[config.mk]
export PLATFORM = sky130hd
export DESIGN_NAME = watermark_min_merger
export DESIGN_NICKNAME = d
export VERILOG_FILES = /design/src/design/wmm_pkg.sv /design/src/design/wmm_ctrl.sv /design/src/design/wmm_dpath.sv /design/src/design/watermark_min_merger.sv
export VERILOG_INCLUDE_DIRS = /design/src /design/src/design
export SDC_FILE = /design/constraint.sdc
export NUM_CORES = 1
export LEC_CHECK = 0
export BUFFER_PORTS_ARGS = -buffer_cell sky130_fd_sc_hd__buf_2
export CAP_MARGIN = 20
export CORE_UTILIZATION = 35
export DETAILED_ROUTE_END_ITERATION = 6
export PLACE_DENSITY_LB_ADDON = 0.15
export SLEW_MARGIN = 20
export SYNTH_ARGS = -nofsm -noshare
export SYNTH_HDL_FRONTEND = slang
export SYNTH_HIERARCHICAL = 1
export SYNTH_SLANG_ARGS = --single-unit
[constraint.sdc]
create_clock -name clk -period 6.9 [get_ports clk]
set_clock_uncertainty 0.05 [all_clocks]
set_input_delay 0 -clock clk [delete_from_list [all_inputs] [get_ports clk]]
set_output_delay 0 -clock clk [all_outputs]
set_load 0.1 [all_outputs]
[src/design/assert_macros.svh]
// ----------------------------------------------------------------------------
// Assertion macros
// Shared concurrent assertion forms for the watermark merger.
// ----------------------------------------------------------------------------
`ifndef ASSERT_MACROS_SVH
`define ASSERT_MACROS_SVH

// Property checked on every clock edge outside reset.
`define ASSERT_CLK(lbl, clk, rst_n, prop) \
	lbl: assert property (@(posedge clk) disable iff (!rst_n) prop) \
		else $error("assertion failed");

// Implication checked in the next cycle.
`define ASSERT_NEXT(lbl, clk, rst_n, ante, cons) \
	lbl: assert property (@(posedge clk) disable iff (!rst_n) (ante) |=> (cons)) \
		else $error("assertion failed");

`endif

[src/design/wmm_pkg.sv]
// ----------------------------------------------------------------------------
// Watermark merger package
// Types, codes and sizes shared by the watermark merger modules.
// ----------------------------------------------------------------------------
`default_nettype none

package wmm_pkg;

	localparam int STREAM_COUNT = 8;
	localparam int IDX_W        = 3;
	localparam int CNT_W        = IDX_W + 1;
	localparam int WM_W         = 64;

	localparam logic [1:0] CMD_IDLE   = 2'd0;
	localparam logic [1:0] CMD_MARK   = 2'd1;
	localparam logic [1:0] CMD_FINISH = 2'd2;

	localparam logic KIND_WM   = 1'b0;
	localparam logic KIND_IDLE = 1'b1;

	localparam logic [CNT_W-1:0] ACTIVE_RESET = CNT_W'(STREAM_COUNT);

	typedef struct packed {
		logic [1:0]      cmd;
		logic [IDX_W-1:0] input_index;
		logic [WM_W-1:0] watermark;
	} wmm_in_t;

	typedef struct packed {
		logic            marker_kind;
		logic [WM_W-1:0] marker_value;
	} wmm_out_t;

	typedef enum logic [1:0] {
		ST_IDLE,
		ST_UPDATE,
		ST_SCAN,
		ST_DECIDE
	} wmm_state_t;

	typedef struct packed {
		logic capture;
		logic update;
		logic scan_clear;
		logic scan_step;
		logic decide;
	} wmm_ctl_t;

	typedef struct packed {
		logic ignore;
		logic scan_last;
	} wmm_sts_t;

endpackage

`default_nettype wire

[src/design/wmm_ctrl.sv]
// ----------------------------------------------------------------------------
// Watermark merger controller
// Sequences capture, update, scan and emit decision; ignored events end at update.
// ----------------------------------------------------------------------------
`default_nettype none

module wmm_ctrl import wmm_pkg::*; (
	input  wire logic     clk,
	input  wire logic     arst_n,
	input  wire logic     start,
	output logic          busy,
	input  wire wmm_sts_t sts,
	output wmm_ctl_t      ctl
);

	wmm_state_t state_q;
	wmm_state_t state_next;

	always_ff @(posedge clk or negedge arst_n) begin
		if (!arst_n) begin
			state_q <= ST_IDLE;
		end else begin
			state_q <= state_next;
		end
	end

	always_comb begin
		state_next = state_q;
		case (state_q)
			ST_IDLE: begin
				if (start) begin
					state_next = ST_UPDATE;
				end
			end
			ST_UPDATE: begin
				state_next = sts.ignore ? ST_IDLE : ST_SCAN;
			end
			ST_SCAN: begin
				if (sts.scan_last) begin
					state_next = ST_DECIDE;
				end
			end
			ST_DECIDE: begin
				state_next = ST_IDLE;
			end
			default: begin
				state_next = ST_IDLE;
			end
		endcase
	end

	always_comb begin
		ctl  = '0;
		busy = 1'b1;
		case (state_q)
			ST_IDLE: begin
				busy        = 1'b0;
				ctl.capture = start;
			end
			ST_UPDATE: begin
				ctl.update     = !sts.ignore;
				ctl.scan_clear = 1'b1;
			end
			ST_SCAN: begin
				ctl.scan_step = 1'b1;
			end
			ST_DECIDE: begin
				ctl.decide = 1'b1;
			end
			default: begin
				busy = 1'b1;
			end
		endcase
	end

endmodule

`default_nettype wire

[src/design/wmm_dpath.sv]
// ----------------------------------------------------------------------------
// Watermark merger datapath
// Per-input state, sequential minimum scan and emitted-marker bookkeeping.
// ----------------------------------------------------------------------------
`default_nettype none

module wmm_dpath import wmm_pkg::*; (
	input  wire logic             clk,
	input  wire logic             arst_n,
	input  wire wmm_in_t          item,
	input  wire logic             cfg_we,
	input  wire logic [CNT_W-1:0] cfg_data,
	input  wire wmm_ctl_t         ctl,
	output wmm_sts_t              sts,
	output logic                  done,
	output wmm_out_t              result
);

	logic [CNT_W-1:0]        active_q;
	wmm_in_t                 item_q;
	logic [WM_W-1:0]         marks_q [STREAM_COUNT];
	logic [STREAM_COUNT-1:0] present_q;
	logic [STREAM_COUNT-1:0] idle_q;
	logic [STREAM_COUNT-1:0] fin_q;
	logic [IDX_W-1:0]        cnt_q;
	logic                    acc_all_idle_q;
	logic                    acc_min_set_q;
	logic                    acc_all_fin_q;
	logic [WM_W-1:0]         acc_min_q;
	logic [WM_W-1:0]         last_mark_q;
	logic                    last_present_q;
	logic                    idle_sent_q;
	logic                    done_q;
	wmm_out_t                result_q;

	logic [CNT_W-1:0] n_eff;
	logic [IDX_W-1:0] rd_idx;
	logic [WM_W-1:0]  rd_mark;
	logic             emit_idle;
	logic             emit_wm;

	always_comb begin
		if (active_q == '0) begin
			n_eff = CNT_W'(1);
		end else if (active_q > CNT_W'(STREAM_COUNT)) begin
			n_eff = CNT_W'(STREAM_COUNT);
		end else begin
			n_eff = active_q;
		end
	end

	assign rd_idx  = ctl.scan_step ? cnt_q : item_q.input_index;
	assign rd_mark = marks_q[rd_idx];

	assign sts.ignore = ({1'b0, item_q.input_index} >= n_eff)
		|| fin_q[item_q.input_index]
		|| ((item_q.cmd != CMD_IDLE) && (item_q.cmd != CMD_MARK)
			&& (item_q.cmd != CMD_FINISH));
	assign sts.scan_last = ({1'b0, cnt_q} == (n_eff - CNT_W'(1)));

	assign emit_idle = !acc_all_fin_q && acc_all_idle_q && !idle_sent_q;
	assign emit_wm   = !acc_all_fin_q && !acc_all_idle_q && acc_min_set_q
		&& (!last_present_q || (acc_min_q > last_mark_q));

	always_ff @(posedge clk or negedge arst_n) begin
		if (!arst_n) begin
			active_q <= ACTIVE_RESET;
		end else if (cfg_we) begin
			active_q <= cfg_data;
		end
	end

	always_ff @(posedge clk) begin
		if (ctl.capture) begin
			item_q <= item;
		end
	end

	always_ff @(posedge clk) begin
		if (ctl.update && (item_q.cmd == CMD_MARK)
			&& (!present_q[item_q.input_index] || (item_q.watermark > rd_mark))) begin
			marks_q[item_q.input_index] <= item_q.watermark;
		end
	end

	always_ff @(posedge clk or negedge arst_n) begin
		if (!arst_n) begin
			present_q <= '0;
			idle_q    <= '0;
			fin_q     <= '0;
		end else if (ctl.update) begin
			case (item_q.cmd)
				CMD_IDLE: begin
					idle_q[item_q.input_index] <= 1'b1;
				end
				CMD_MARK: begin
					idle_q[item_q.input_index]    <= 1'b0;
					present_q[item_q.input_index] <= 1'b1;
				end
				CMD_FINISH: begin
					fin_q[item_q.input_index] <= 1'b1;
				end
				default: begin
					fin_q <= fin_q;
				end
			endcase
		end
	end

	always_ff @(posedge clk) begin
		if (ctl.scan_clear) begin
			cnt_q          <= '0;
			acc_all_idle_q <= 1'b1;
			acc_min_set_q  <= 1'b0;
			acc_all_fin_q  <= 1'b1;
			acc_min_q      <= '0;
		end else if (ctl.scan_step) begin
			cnt_q         <= cnt_q + IDX_W'(1);
			acc_all_fin_q <= acc_all_fin_q && fin_q[cnt_q];
			if (!idle_q[cnt_q]) begin
				acc_all_idle_q <= 1'b0;
				if (acc_all_idle_q) begin
					acc_min_set_q <= present_q[cnt_q];
					acc_min_q     <= rd_mark;
				end else begin
					acc_min_set_q <= acc_min_set_q && present_q[cnt_q];
					if (present_q[cnt_q] && (rd_mark < acc_min_q)) begin
						acc_min_q <= rd_mark;
					end
				end
			end
		end
	end

	always_ff @(posedge clk or negedge arst_n) begin
		if (!arst_n) begin
			last_present_q <= 1'b0;
			idle_sent_q    <= 1'b0;
			done_q         <= 1'b0;
		end else begin
			done_q <= ctl.decide && (emit_idle || emit_wm);
			if (ctl.decide && emit_idle) begin
				idle_sent_q <= 1'b1;
			end else if (ctl.decide && emit_wm) begin
				idle_sent_q    <= 1'b0;
				last_present_q <= 1'b1;
			end
		end
	end

	always_ff @(posedge clk) begin
		if (ctl.decide && emit_wm) begin
			last_mark_q <= acc_min_q;
		end
	end

	always_ff @(posedge clk) begin
		if (ctl.decide) begin
			result_q.marker_kind  <= emit_idle ? KIND_IDLE : KIND_WM;
			result_q.marker_value <= emit_idle ? '0 : acc_min_q;
		end
	end

	assign done   = done_q;
	assign result = result_q;

endmodule

`default_nettype wire

[src/design/watermark_min_merger.sv]
// ----------------------------------------------------------------------------
// Watermark minimum merger
// Merges per-input event-time watermarks into one broadcast marker stream.
// ----------------------------------------------------------------------------
// An event is transferred on a rising edge with start high and busy low. It
// carries a command (idle, watermark, finished), an input index and a value.
// busy stays high while the event is processed. An ignored event (inactive
// index, finished input, unknown command) ends after the update state. Any
// other event passes through the update state, a scan of each active input
// through the shared compare unit, the decision state and the strobe cycle;
// start may be high again in the strobe cycle. A result, if any, is presented
// on result for exactly one cycle with done high, and busy is low in that
// cycle. The receiver cannot stall it.
// The active input count is written through cfg_valid/cfg_data; cfg_ready is
// always high and writes are expected only while busy is low.
// Reset clears all per-input flags and emitted-marker history at once and sets
// the active input count to eight; no clearing pass is needed.
// ----------------------------------------------------------------------------
`default_nettype none

`include "assert_macros.svh"

module watermark_min_merger import wmm_pkg::*; (
	input  wire logic             clk,
	input  wire logic             arst_n,
	input  wire logic             start,
	output logic                  busy,
	input  wire wmm_in_t          item,
	output logic                  done,
	output wmm_out_t              result,
	input  wire logic             cfg_valid,
	output logic                  cfg_ready,
	input  wire logic [CNT_W-1:0] cfg_data
);

	wmm_ctl_t ctl;
	wmm_sts_t sts;
	logic     idle_strobe;

	assign cfg_ready   = 1'b1;
	assign idle_strobe = done && (result.marker_kind == KIND_IDLE);

	wmm_ctrl u_ctrl (
		.clk    (clk),
		.arst_n (arst_n),
		.start  (start),
		.busy   (busy),
		.sts    (sts),
		.ctl    (ctl)
	);

	wmm_dpath u_dpath (
		.clk      (clk),
		.arst_n   (arst_n),
		.item     (item),
		.cfg_we   (cfg_valid && cfg_ready),
		.cfg_data (cfg_data),
		.ctl      (ctl),
		.sts      (sts),
		.done     (done),
		.result   (result)
	);

	`ASSERT_CLK(a_done_not_busy, clk, arst_n, done |-> !busy)
	`ASSERT_NEXT(a_start_busy, clk, arst_n, start && !busy, busy)
	`ASSERT_NEXT(a_single_result, clk, arst_n, done, !done)
	`ASSERT_CLK(a_idle_zero, clk, arst_n, idle_strobe |-> (result.marker_value == '0))

endmodule

`default_nettype wire

==> flow_metrics.py, run 1 <==
metrics = {
    "run_status": {
        "status": "finished, final reports clean",
    },
    "grt": {
        "grt_pass1_wl_um": 130000,
        "antenna_found_initial": 1,
        "grtUsageTotal_pct": 17.1,
        "grt-ovfl-total": 0,
        "grt_max_degree": 83,
        "grt_pass1_vias": 20400,
    },
    "timing": {
        "holdWs_ns": 0.0330,
        "relSlewSlack_pct": 27.5,
        "drv_slew": 0,
        "fin_crit_sh_pct": 93.1,
        "max_freq_ghz": 0.156,
        "hold_viol": 0,
        "setup_violations": 0,
        "rsz0062_at_grt": "no",
        "worst_slew_pin_slew_ns": 1.09,
        "fin_crit_ns": 6.42,
    },
    "cts": {
        "clk_latency_ns": 0.66,
        "path_clk_slew_ns": 0.06,
        "htreeDepth": 3,
        "clockBufferDepth": 3,
        "clock-sinks": 813,
        "root_buffer": "clkbuf_16",
        "cts_tree": "yes",
        "cts_buffers": 89,
    },
    "drt": {
        "drt-total-wl_um": 85800,
        "drc": 0,
        "drt_pass1_iterations": 5,
        "post_drt_via_cell_ratio": 5.05,
        "vias": 19400,
        "drt_iter0_markers": 1108,
        "antenna_left": 0,
        "wl_per_cell_um": 22.3,
    },
    "floorplan": {
        "die_y_um": 318,
        "die_area_mm2": 0.101,
        "core_mm2": 0.0987,
        "die_w_um": 318,
        "num_rows": 115,
        "initial_core_util_pct": 35.4,
        "pin_count": 145,
    },
    "synth": {
        "synth.distinct_cells": 71,
        "ys_warn_count": 6,
        "synth-seq-area-share_pct": 67.4,
        "synthCells": 2141,
        "synthesis.nets": 2413,
        "synth-edff-count": 710,
        "synth_ff_type": "edfxtp_1",
        "ys_seq_elements": 813,
        "synthArstFlopShare_pct": 4.06,
        "syn_area_per_cell_um2": 16.3,
        "syn_area_mm2": 0.0349,
    },
    "placed_design": {
        "gp_congestion": 0.814,
        "io_buffers": 143,
        "hpwl_um": 57000,
        "placedInstanceArea_mm2": 0.0375,
        "dp_cells": 3545,
    },
    "pwr": {
        "power_density_mw_per_mm2": 391,
        "peakVddDrop_mv": 0.169,
        "power_mw": 16.3,
        "cellLeakagePower_nw": 15.3,
    },
    "setup_path": {
        "arrival_ns": 6.66,
        "r2r_cells": 18,
        "crit_required_ns": 7.14,
        "endpoint_kind": "flop",
        "start_kind": "flop",
        "path_max_fanout": 60,
        "path_class": "reg -> reg",
    },
    "worst_hold_path": {
        "min_path_cells": 2,
        "hp-class": "in -> reg",
    },
    "final_layout": {
        "layout.cells.non_filler": 3847,
        "fin_area_mm2": 0.0418,
        "nNetsFinal": 2759,
        "regArea_mm2": 0.0235,
        "syn_to_final_growth_pct": 19.6,
        "drive_gt1_share_pct": 21.6,
        "multi_input_area_mm2": 0.0103,
        "fillerInstances": 8915,
        "final_util_pct": 42.3,
        "diodes": 0,
    },
    "run": {
        "drv_cap": 0,
    },
}
registers in the layout, indices dropped and copies added, names as in the netlist, named ones only:
signal                  flops
u_dpath/cnt_q               3
u_ctrl/state_q              1
u_dpath/done                1
u_dpath/active_q            4
u_dpath/marks_q           512
u_dpath/present_q           8
u_dpath/result             65
u_dpath/acc_min_set_q       1
u_dpath/idle_sent_q         1
u_dpath/fin_q               8
u_dpath/acc_all_idle_q      1
u_dpath/last_present_q      1
u_dpath/acc_all_fin_q       1
u_dpath/item_q             69
u_dpath/last_mark_q        64
u_dpath/acc_min_q          64
cell usage after synthesis, drive strengths merged (4+ instances only):
library cell	n	share of area, %
a2111oi	7	0.18
dfxtp	70	4.0
edfxtp	710	61
a21oi	126	1.8
or2	4	0.072
buf	49	0.95
inv	211	2.3
o21a	5	0.11
o31ai	9	0.19
a211oi	80	2.6
mux2i	70	2.0
nand3	19	0.27
mux4	132	8.5
a21o	24	0.52
mux2	6	0.19
ha	195	7.0
clkbuf	31	0.33
o211ai	10	0.23
dfrtp	32	2.3
and2	5	0.093
nor2	104	1.1
nand4	34	0.61
nor3	16	0.23
o21bai	17	0.37
nor2b	12	0.21
nand2b	11	0.20
xnor2	4	0.10
o21ai	50	0.72
a221oi	7	0.18
nor4	6	0.11
nand2	45	0.48
where the power goes:
group	leakage (nW)	switching, mW	internal (mW)
Clock	1.38	1.93	2.70
Combinational	6.49	3.27	2.03
Sequential	7.46	0.409	6.00
Total	15.3	5.61	10.7
cells by family after synthesis:
group           Yosys count  synth area share, %
mux                     208                 10.7
simple gates            267                 3.69
other cells               1               0.0107
flops                   813                 67.4
fa+ha+maj               195                 6.98
xor+xnor                  5                0.125
compound gates          361                 7.54
buf+inv                 291                 3.55
stage by stage:
| step | setup slack [ns] | setup TNS, ns |
|---|---|---|
| final | 0.479 | 0 |
| after global routing | 0.141 | 0 |
| after CTS | 0.147 | 0 |
| after detailed placement | 0.196 | 0 |
| after global placement | 0.162 | 0 |
| after floorplan | -0.526 | -269.42 |
cells in the final DEF, fill, tap and decap left out, types with 11 or more instances in the layout:
cell type      netlist  routed
a211oi_1            20      20
a211oi_2            60      60
a21o_1              24      23
a21oi_1            125     116
buf_12               0      14
buf_2               19     143
buf_4                5      44
clkbuf_1            31      22
clkbuf_16            0      91
clkinv_1             0      20
clkinv_2             0      14
dfrtp_1             32      32
dfxtp_1             70      70
dlygate4sd3_1        0     134
edfxtp_1           710     710
ha_1               195     195
inv_1              211     211
mux2i_1             70      68
mux4_2             132     132
nand2_1             45      44
nand2b_1            11      11
nand3_1             19      19
nand4_1             34      34
nor2_1             103     102
nor2b_1             12      11
nor3_1              16      15
o21ai_0             48      48
o21bai_1            17      17
per-layer routing:
metal	up-vias	GRT usage, %	routed length (um)
li1	9010	-	-
met1	9910	24.3	40600
met2	414	27.1	39700
met3	105	2.66	3770
met4	0	4.83	1710
met5	-	0	0
worst max-delay path: stages (launching register included):
cell      delay (ns)
dfrtp_1         0.43
nor2b_2         0.17
buf_4           0.29
mux2i_4         0.32
buf_12          0.30
buf_4           0.28
buf_4           0.26
mux4_2          0.52
mux2i_1         0.39
ha_1            0.21
nand2_1         0.08
nor4_1          0.58
nand4_1         0.19
nor4_2          0.49
a2111o_1        0.23
o211ai_2        0.18
buf_4           0.27
a21oi_4         0.28
buf_12          0.43
repair_timing:
item	in CTS	in global routing
hold buffers	135	0
setup endpoints to repair	0	241
resized for setup	0	1
endpoints found under the hold margin	107	0
setup buffers	0	3
final cells by class:
class	count	share of cell area [%]
clock buffer	115	5.71
timing repair buffer	335	6.38
tap	1287	3.85
clock inverter	49	1.07
sequential	813	56.4
inverter	211	1.90
multi-input combinational	1037	24.7
path summary, 6_finish.rpt:
path,startpoint,to,slack [ns]
worst max-delay path,flop,u_dpath/marks_q[6][48],0.48
worst min-delay path,item[43],u_dpath/item_q[43],0.03
worst max register to register,flop,u_dpath/marks_q[6][48],0.48
worst min register to register,u_dpath/acc_min_q[0],u_dpath/last_mark_q[0],0.38
max in group asynchronous,arst_n,u_dpath/last_present_q,6.26
min in group asynchronous,arst_n,u_dpath/active_q[1],0.34
No activity file was read; power rests on OpenSTA's default activity.
==> run 2: changes to the inputs <==
--- a/config.mk
+++ b/config.mk
@@ -6,7 +6,7 @@
 export SDC_FILE = /design/constraint.sdc
 export NUM_CORES = 1
 export LEC_CHECK = 0
-export BUFFER_PORTS_ARGS = -buffer_cell sky130_fd_sc_hd__buf_2
+export BUFFER_PORTS_ARGS = -buffer_cell sky130_fd_sc_hd__buf_4
 export CAP_MARGIN = 20
 export CORE_UTILIZATION = 35
 export DETAILED_ROUTE_END_ITERATION = 6
==> run 2 against run 1 <==
- register-to-register slack lost 0.06 ns
- routed wire length grew 0.78%
- core utilization increased by 0.76 points
==> flow_metrics.py, run 2 (synthesis results as in run 1) <==
metrics = {
    "run_status": {
        "status": "finished, final reports clean",
    },
    "setup_path": {
        "crit_required_ns": 7.24,
        "crit_chain": "nor2b_2 -> buf_4 -> nor2b_1 -> a21oi_4 -> buf_12 -> buf_4 -> mux4_2 -> mux2i_1 -> ha_1 -> nand2_1 -> nor2_1 -> a221o_1 -> a2111oi_0 -> o31ai_1 -> o21ai_2 -> a21oi_4 -> buf_4",
        "path_class": "reg -> reg",
        "path_max_fanout": 32,
        "arrival_ns": 6.82,
        "path_common_cell": "buf_4",
        "start_kind": "flop",
        "crit_slowest_cell": "o21ai_2",
        "max_stage_delay_ns": 0.75,
        "endpoint_kind": "flop",
    },
    "pwr": {
        "clockPowerShare_pct": 29.3,
        "peakVddDrop_mv": 0.174,
        "power_density_mw_per_mm2": 395,
        "p_int_mw": 11.1,
        "cellLeakagePower_nw": 15.7,
        "pwr-share-seq_pct": 38.2,
        "power_mw": 16.8,
        "p_switching_mw": 5.70,
        "p_comb_share_pct": 32.5,
        "switching_share_pct": 33.9,
    },
    "timing": {
        "hold_viol": 0,
        "fin_crit_sh_pct": 94.0,
        "rsz0062_at_grt": "no",
        "relSlewSlack_pct": 32.0,
        "max_freq_ghz": 0.154,
        "setup_violations": 0,
        "fin_crit_ns": 6.48,
        "setup_tns_ns": 0,
        "worst_slew_pin_slew_ns": 1.01,
        "drv_slew": 0,
    },
    "cts": {
        "clockBufferDepth": 3,
        "root_buffer": "clkbuf_16",
        "cts_tree": "yes",
        "cts_buffers": 91,
        "htreeDepth": 3,
        "clock-sinks": 813,
        "path_clk_slew_ns": 0.06,
        "clk_latency_ns": 0.66,
    },
    "drt": {
        "drc": 0,
        "drt_iter0_markers": 1202,
        "post_drt_via_cell_ratio": 5.07,
        "drt-total-wl_um": 86500,
        "antenna_left": 0,
        "vias": 19600,
        "drt_pass1_iterations": 5,
        "wl_per_cell_um": 22.3,
    },
    "grt": {
        "gr-usage-met1_pct": 23.9,
        "grt_pass1_wl_um": 131000,
        "grt_use_met3_pct": 3.34,
        "grt-ovfl-total": 0,
        "grtUsageTotal_pct": 17.2,
        "antenna_found_initial": 0,
        "grt_pass1_vias": 20500,
        "grt_max_degree": 67,
        "grt-busiest-layer": "met2",
        "grt_use_met2_pct": 27.4,
    },
    "final_layout": {
        "syn_to_final_growth_pct": 21.7,
        "top_register": "u_dpath/marks_q",
        "mostFrequentLayoutCells": "edfxtp_1 (710), inv_1 (211), buf_4 (202)",
        "diodes": 0,
        "fillerInstances": 8814,
        "nNetsFinal": 2783,
        "multi_input_area_mm2": 0.0103,
        "regArea_mm2": 0.0235,
        "fin_area_mm2": 0.0425,
        "drive_gt1_share_pct": 22.5,
        "final_common_cell": "edfxtp_1",
        "largest_register_ffs": 512,
    },
    "floorplan": {
        "die_w_um": 318,
        "num_rows": 115,
        "pin_count": 145,
        "die_area_mm2": 0.101,
        "core_mm2": 0.0987,
        "die_y_um": 318,
        "initial_core_util_pct": 35.4,
    },
    "placed_design": {
        "hpwl_um": 57900,
        "io_buffers": 143,
        "placedInstanceArea_mm2": 0.0380,
        "gp_congestion": 0.826,
    },
    "worst_hold_path": {
        "hp-class": "in -> reg",
    },
    "run": {
        "drv_cap": 0,
    },
}
[run 2: final cells by class]
cell class	count	share of cell area [%]
clock buffer	116	5.74
clock inverter	53	1.39
inverter	211	1.86
multi-input combinational	1037	24.3
sequential	813	55.4
tap	1287	3.79
timing repair buffer	357	7.57
[run 2: final timing paths]
check	startpoint	end	slack, ns	depth (start not counted)
worst max register to register	flop	u_dpath/marks_q[0][0]	0.42	17
worst min register to register	u_dpath/acc_min_q[0]	u_dpath/last_mark_q[0]	0.39	0
worst max-delay path	flop	u_dpath/marks_q[0][0]	0.42	17
max in group asynchronous	arst_n	u_dpath/fin_q[2]	6.28	4
min in group asynchronous	arst_n	u_dpath/active_q[1]	0.32	4
worst min-delay path	item[43]	u_dpath/item_q[43]	0.04	2
[run 2: power groups by stage]
| stage | logic [mW] | clock network [mW] | registers (mW) |
|---|---|---|---|
| 6_report | 5.47 | 4.93 | 6.41 |
| 4_1_cts | 5.50 | 5.06 | 6.42 |
| 3_5_place_dp | 5.41 | 0 | 6.52 |
| 3_3_place_gp | 5.35 | 0 | 6.50 |
| 5_1_grt | 6.03 | 5.25 | 6.48 |
| 2_1_floorplan | 3.40 | 0 | 6.71 |
[run 2: metal layers]
metal | vias to the layer above | wire length [um]
li1 | 9076 | -
met1 | 10000 | 39900
met2 | 413 | 40400
met3 | 119 | 4250
met4 | 0 | 1940
met5 | - | 0
[run 2: worst max-delay path, delay by kind of cell, from the launching register on]
kind                       cells  cell delay, ns
and+or+nand+nor                4            0.48
AOI/OAI and AO/OA              6            2.94
buffers and inverters          4            1.18
muxes                          2            0.76
DFF                            1            0.43
adders and majority gates      1            0.34
[run 2: repair_timing]
item,in CTS,in global routing
gates resized for setup,1,0
endpoints found under the setup margin,274,50
hold buffers,141,0
buffers inserted,0,5
gates cloned,0,0
hold endpoints to repair,127,0
[run 2: per-stage QoR]
step | util [%] | setup slack [ns] | instances | hold WS (ns)
3_5_place_dp | 38.5 | -0.0504 | 3559 | -0.0648
6_report | 43.1 | 0.415 | 3874 | 0.0381
3_3_place_gp | 38.5 | -0.00741 | 3559 | -0.0689
2_1_floorplan | - | -0.526 | 2141 | -0.346
4_1_cts | 43.0 | 0.169 | 3869 | 0.00170
5_1_grt | 43.1 | 0.102 | 3874 | 0.0188
==> run 3: changes to the inputs <==
--- a/config.mk
+++ b/config.mk
@@ -8,6 +8,8 @@
 export LEC_CHECK = 0
 export BUFFER_PORTS_ARGS = -buffer_cell sky130_fd_sc_hd__buf_4
 export CAP_MARGIN = 20
+export CELL_PAD_IN_SITES_DETAIL_PLACEMENT = 0
+export CELL_PAD_IN_SITES_GLOBAL_PLACEMENT = 1
 export CORE_UTILIZATION = 35
 export DETAILED_ROUTE_END_ITERATION = 6
 export PLACE_DENSITY_LB_ADDON = 0.15
==> run 3 against run 2 <==
- non-clock buffer count shrank 20
- count of clock-buffer cells in the layout grew 9
- via count shrank 1.2%
- global-route usage grew 0.054 points
- first-iteration DRC count shrank 1.8%
- critical path depth decreased by 1
- sequential power about the same
- combinational power is 2% lower
- cell count decreased by 0.57%
- setup slack better by 0.50 ns
- critical endpoint is now u_dpath/marks_q[2][17]
- largest cell class unchanged
- highest routed layer unchanged
==> flow_metrics.py, run 3 (synthesis results as in run 1) <==
metrics = {
    "floorplan": {
        "die_w_um": 318,
        "die_area_mm2": 0.101,
        "die_y_um": 318,
        "num_rows": 115,
        "core_mm2": 0.0987,
        "pin_count": 145,
        "initial_core_util_pct": 35.4,
    },
    "cts": {
        "holdBufCountCts": 142,
        "path_clk_slew_ns": 0.06,
        "clock-sinks": 813,
        "postCtsSetupBuffers": 0,
        "clk_latency_ns": 0.65,
        "cts_buffers": 89,
        "htreeDepth": 3,
        "root_buffer": "clkbuf_16",
        "clockBufferDepth": 3,
        "cts_tree": "yes",
        "ctsResizeCount": 0,
    },
    "grt": {
        "grt_max_degree": 81,
        "grt_pass1_vias": 20400,
        "grtUsageTotal_pct": 17.3,
        "grt_pass1_wl_um": 131000,
        "grt-ovfl-total": 0,
        "antenna_found_initial": 1,
    },
    "pwr": {
        "power_density_mw_per_mm2": 387,
        "cellLeakagePower_nw": 15.5,
        "peakVddDrop_mv": 0.193,
    },
    "placed_design": {
        "gp_congestion": 0.795,
        "io_buffers": 143,
        "placedInstanceArea_mm2": 0.0380,
        "hpwl_um": 57300,
    },
    "worst_hold_path": {
        "hp-class": "in -> reg",
    },
    "setup_path": {
        "arrival_ns": 6.30,
        "path_max_fanout": 80,
        "path_class": "reg -> reg",
        "r2r_setup_slack_ns": 0.92,
        "endpoint_kind": "flop",
        "start_kind": "flop",
        "crit_required_ns": 7.22,
    },
    "drt": {
        "vias": 19400,
        "post_drt_via_cell_ratio": 5.04,
        "drc": 0,
        "drt_pass1_iterations": 5,
        "antenna_left": 0,
        "drt-total-wl_um": 86500,
        "drt_iter0_markers": 1180,
        "wl_per_cell_um": 22.5,
    },
    "run_status": {
        "status": "finished, final reports clean",
    },
    "final_layout": {
        "largest_register_ffs": 512,
        "fillerInstances": 8856,
        "fin_area_mm2": 0.0423,
        "final_common_cell": "edfxtp_1",
        "drive_gt1_share_pct": 21.5,
        "top_register": "u_dpath/marks_q",
        "nNetsFinal": 2761,
        "mostFrequentLayoutCells": "edfxtp_1 (710), inv_1 (211), ha_1 (195)",
        "syn_to_final_growth_pct": 21.0,
    },
    "timing": {
        "fin_crit_sh_pct": 86.7,
        "holdWs_ns": 0.0417,
        "drv_slew": 0,
        "hold_viol": 0,
        "fin_crit_ns": 5.98,
        "relSlewSlack_pct": 30.3,
        "max_freq_ghz": 0.167,
        "worst_slew_pin_slew_ns": 1.04,
        "rsz0062_at_grt": "no",
        "setup_violations": 0,
    },
    "run": {
        "drv_cap": 0,
    },
}
-- run 3: cell types whose count changed in the layout (fill, tap and decap cells not counted), sizes merged --
cell         previous run  this run
buf                   217       196
bufinv                 12         4
clkbuf                116       125
clkinv                 36        32
diode                   0         1
dlygate4sd3           140       141
-- run 3: metal layers --
layer,wire length [um],vias up,track usage (%)
met2,39900,353,27.2
met5,0,-,0
li1,-,9014,-
met1,41500,9927,24.8
met3,3260,109,2.49
met4,1830,0,4.97
-- run 3: final cells by class --
class	instances	area, um^2	area share, %
sequential	813	23500	55.7
multi-input combinational	1037	10300	24.4
timing repair buffer	337	3190	7.53
clock buffer	125	2490	5.88
tap	1287	1610	3.81
inverter	211	792	1.87
clock inverter	41	339	0.802
antenna	1	2.50	0.00592
-- run 3: worst paths after layout --
| check | start | to | depth (start not counted) |
|---|---|---|---|
| worst max register to register | flop | u_dpath/marks_q[2][17] | 16 |
| worst min register to register | u_dpath/acc_min_q[0] | u_dpath/last_mark_q[0] | 0 |
| worst max-delay path | flop | u_dpath/marks_q[2][17] | 16 |
| max in group asynchronous | arst_n | async pin | 4 |
| min in group asynchronous | arst_n | u_dpath/active_q[2] | 4 |
| worst min-delay path | item[17] | u_dpath/item_q[17] | 2 |
-- run 3: stage by stage --
step	utilization, %	power, mW	std cells	TNS, ns	setup WS [ns]
after floorplan	-	10.1	2141	-269.42	-0.526
after global placement	38.5	11.8	3543	0	1.00
after detailed placement	38.5	11.8	3543	0	0.927
after CTS	42.8	16.6	3851	0	0.863
after global routing	42.8	17.3	3851	0	0.452
final	42.8	16.4	3852	0	0.917
-- run 3: critical path: stages, from the launching register on --
cell and delay [ns]:
dfrtp_1 0.44, nor2b_2 0.27, buf_4 0.29, nor2b_1 0.12, a21oi_4 0.19, buf_12 0.39, mux4_2 0.41, mux2i_1 0.49
ha_1 0.36, a211oi_1 0.21, o21bai_1 0.10, a221o_1 0.28, a2111oi_0 0.48, o31ai_1 0.19, o21ai_2 0.79, a21oi_4 0.21
buf_12 0.25
-- run 3: report_power, final --
part           total (mW)  leakage, nW  internal, mW  switching [mW]
combinational        5.34         6.64          2.06            3.28
sequential           6.42         7.46          6.00           0.412
clock                4.61         1.39          2.67            1.94
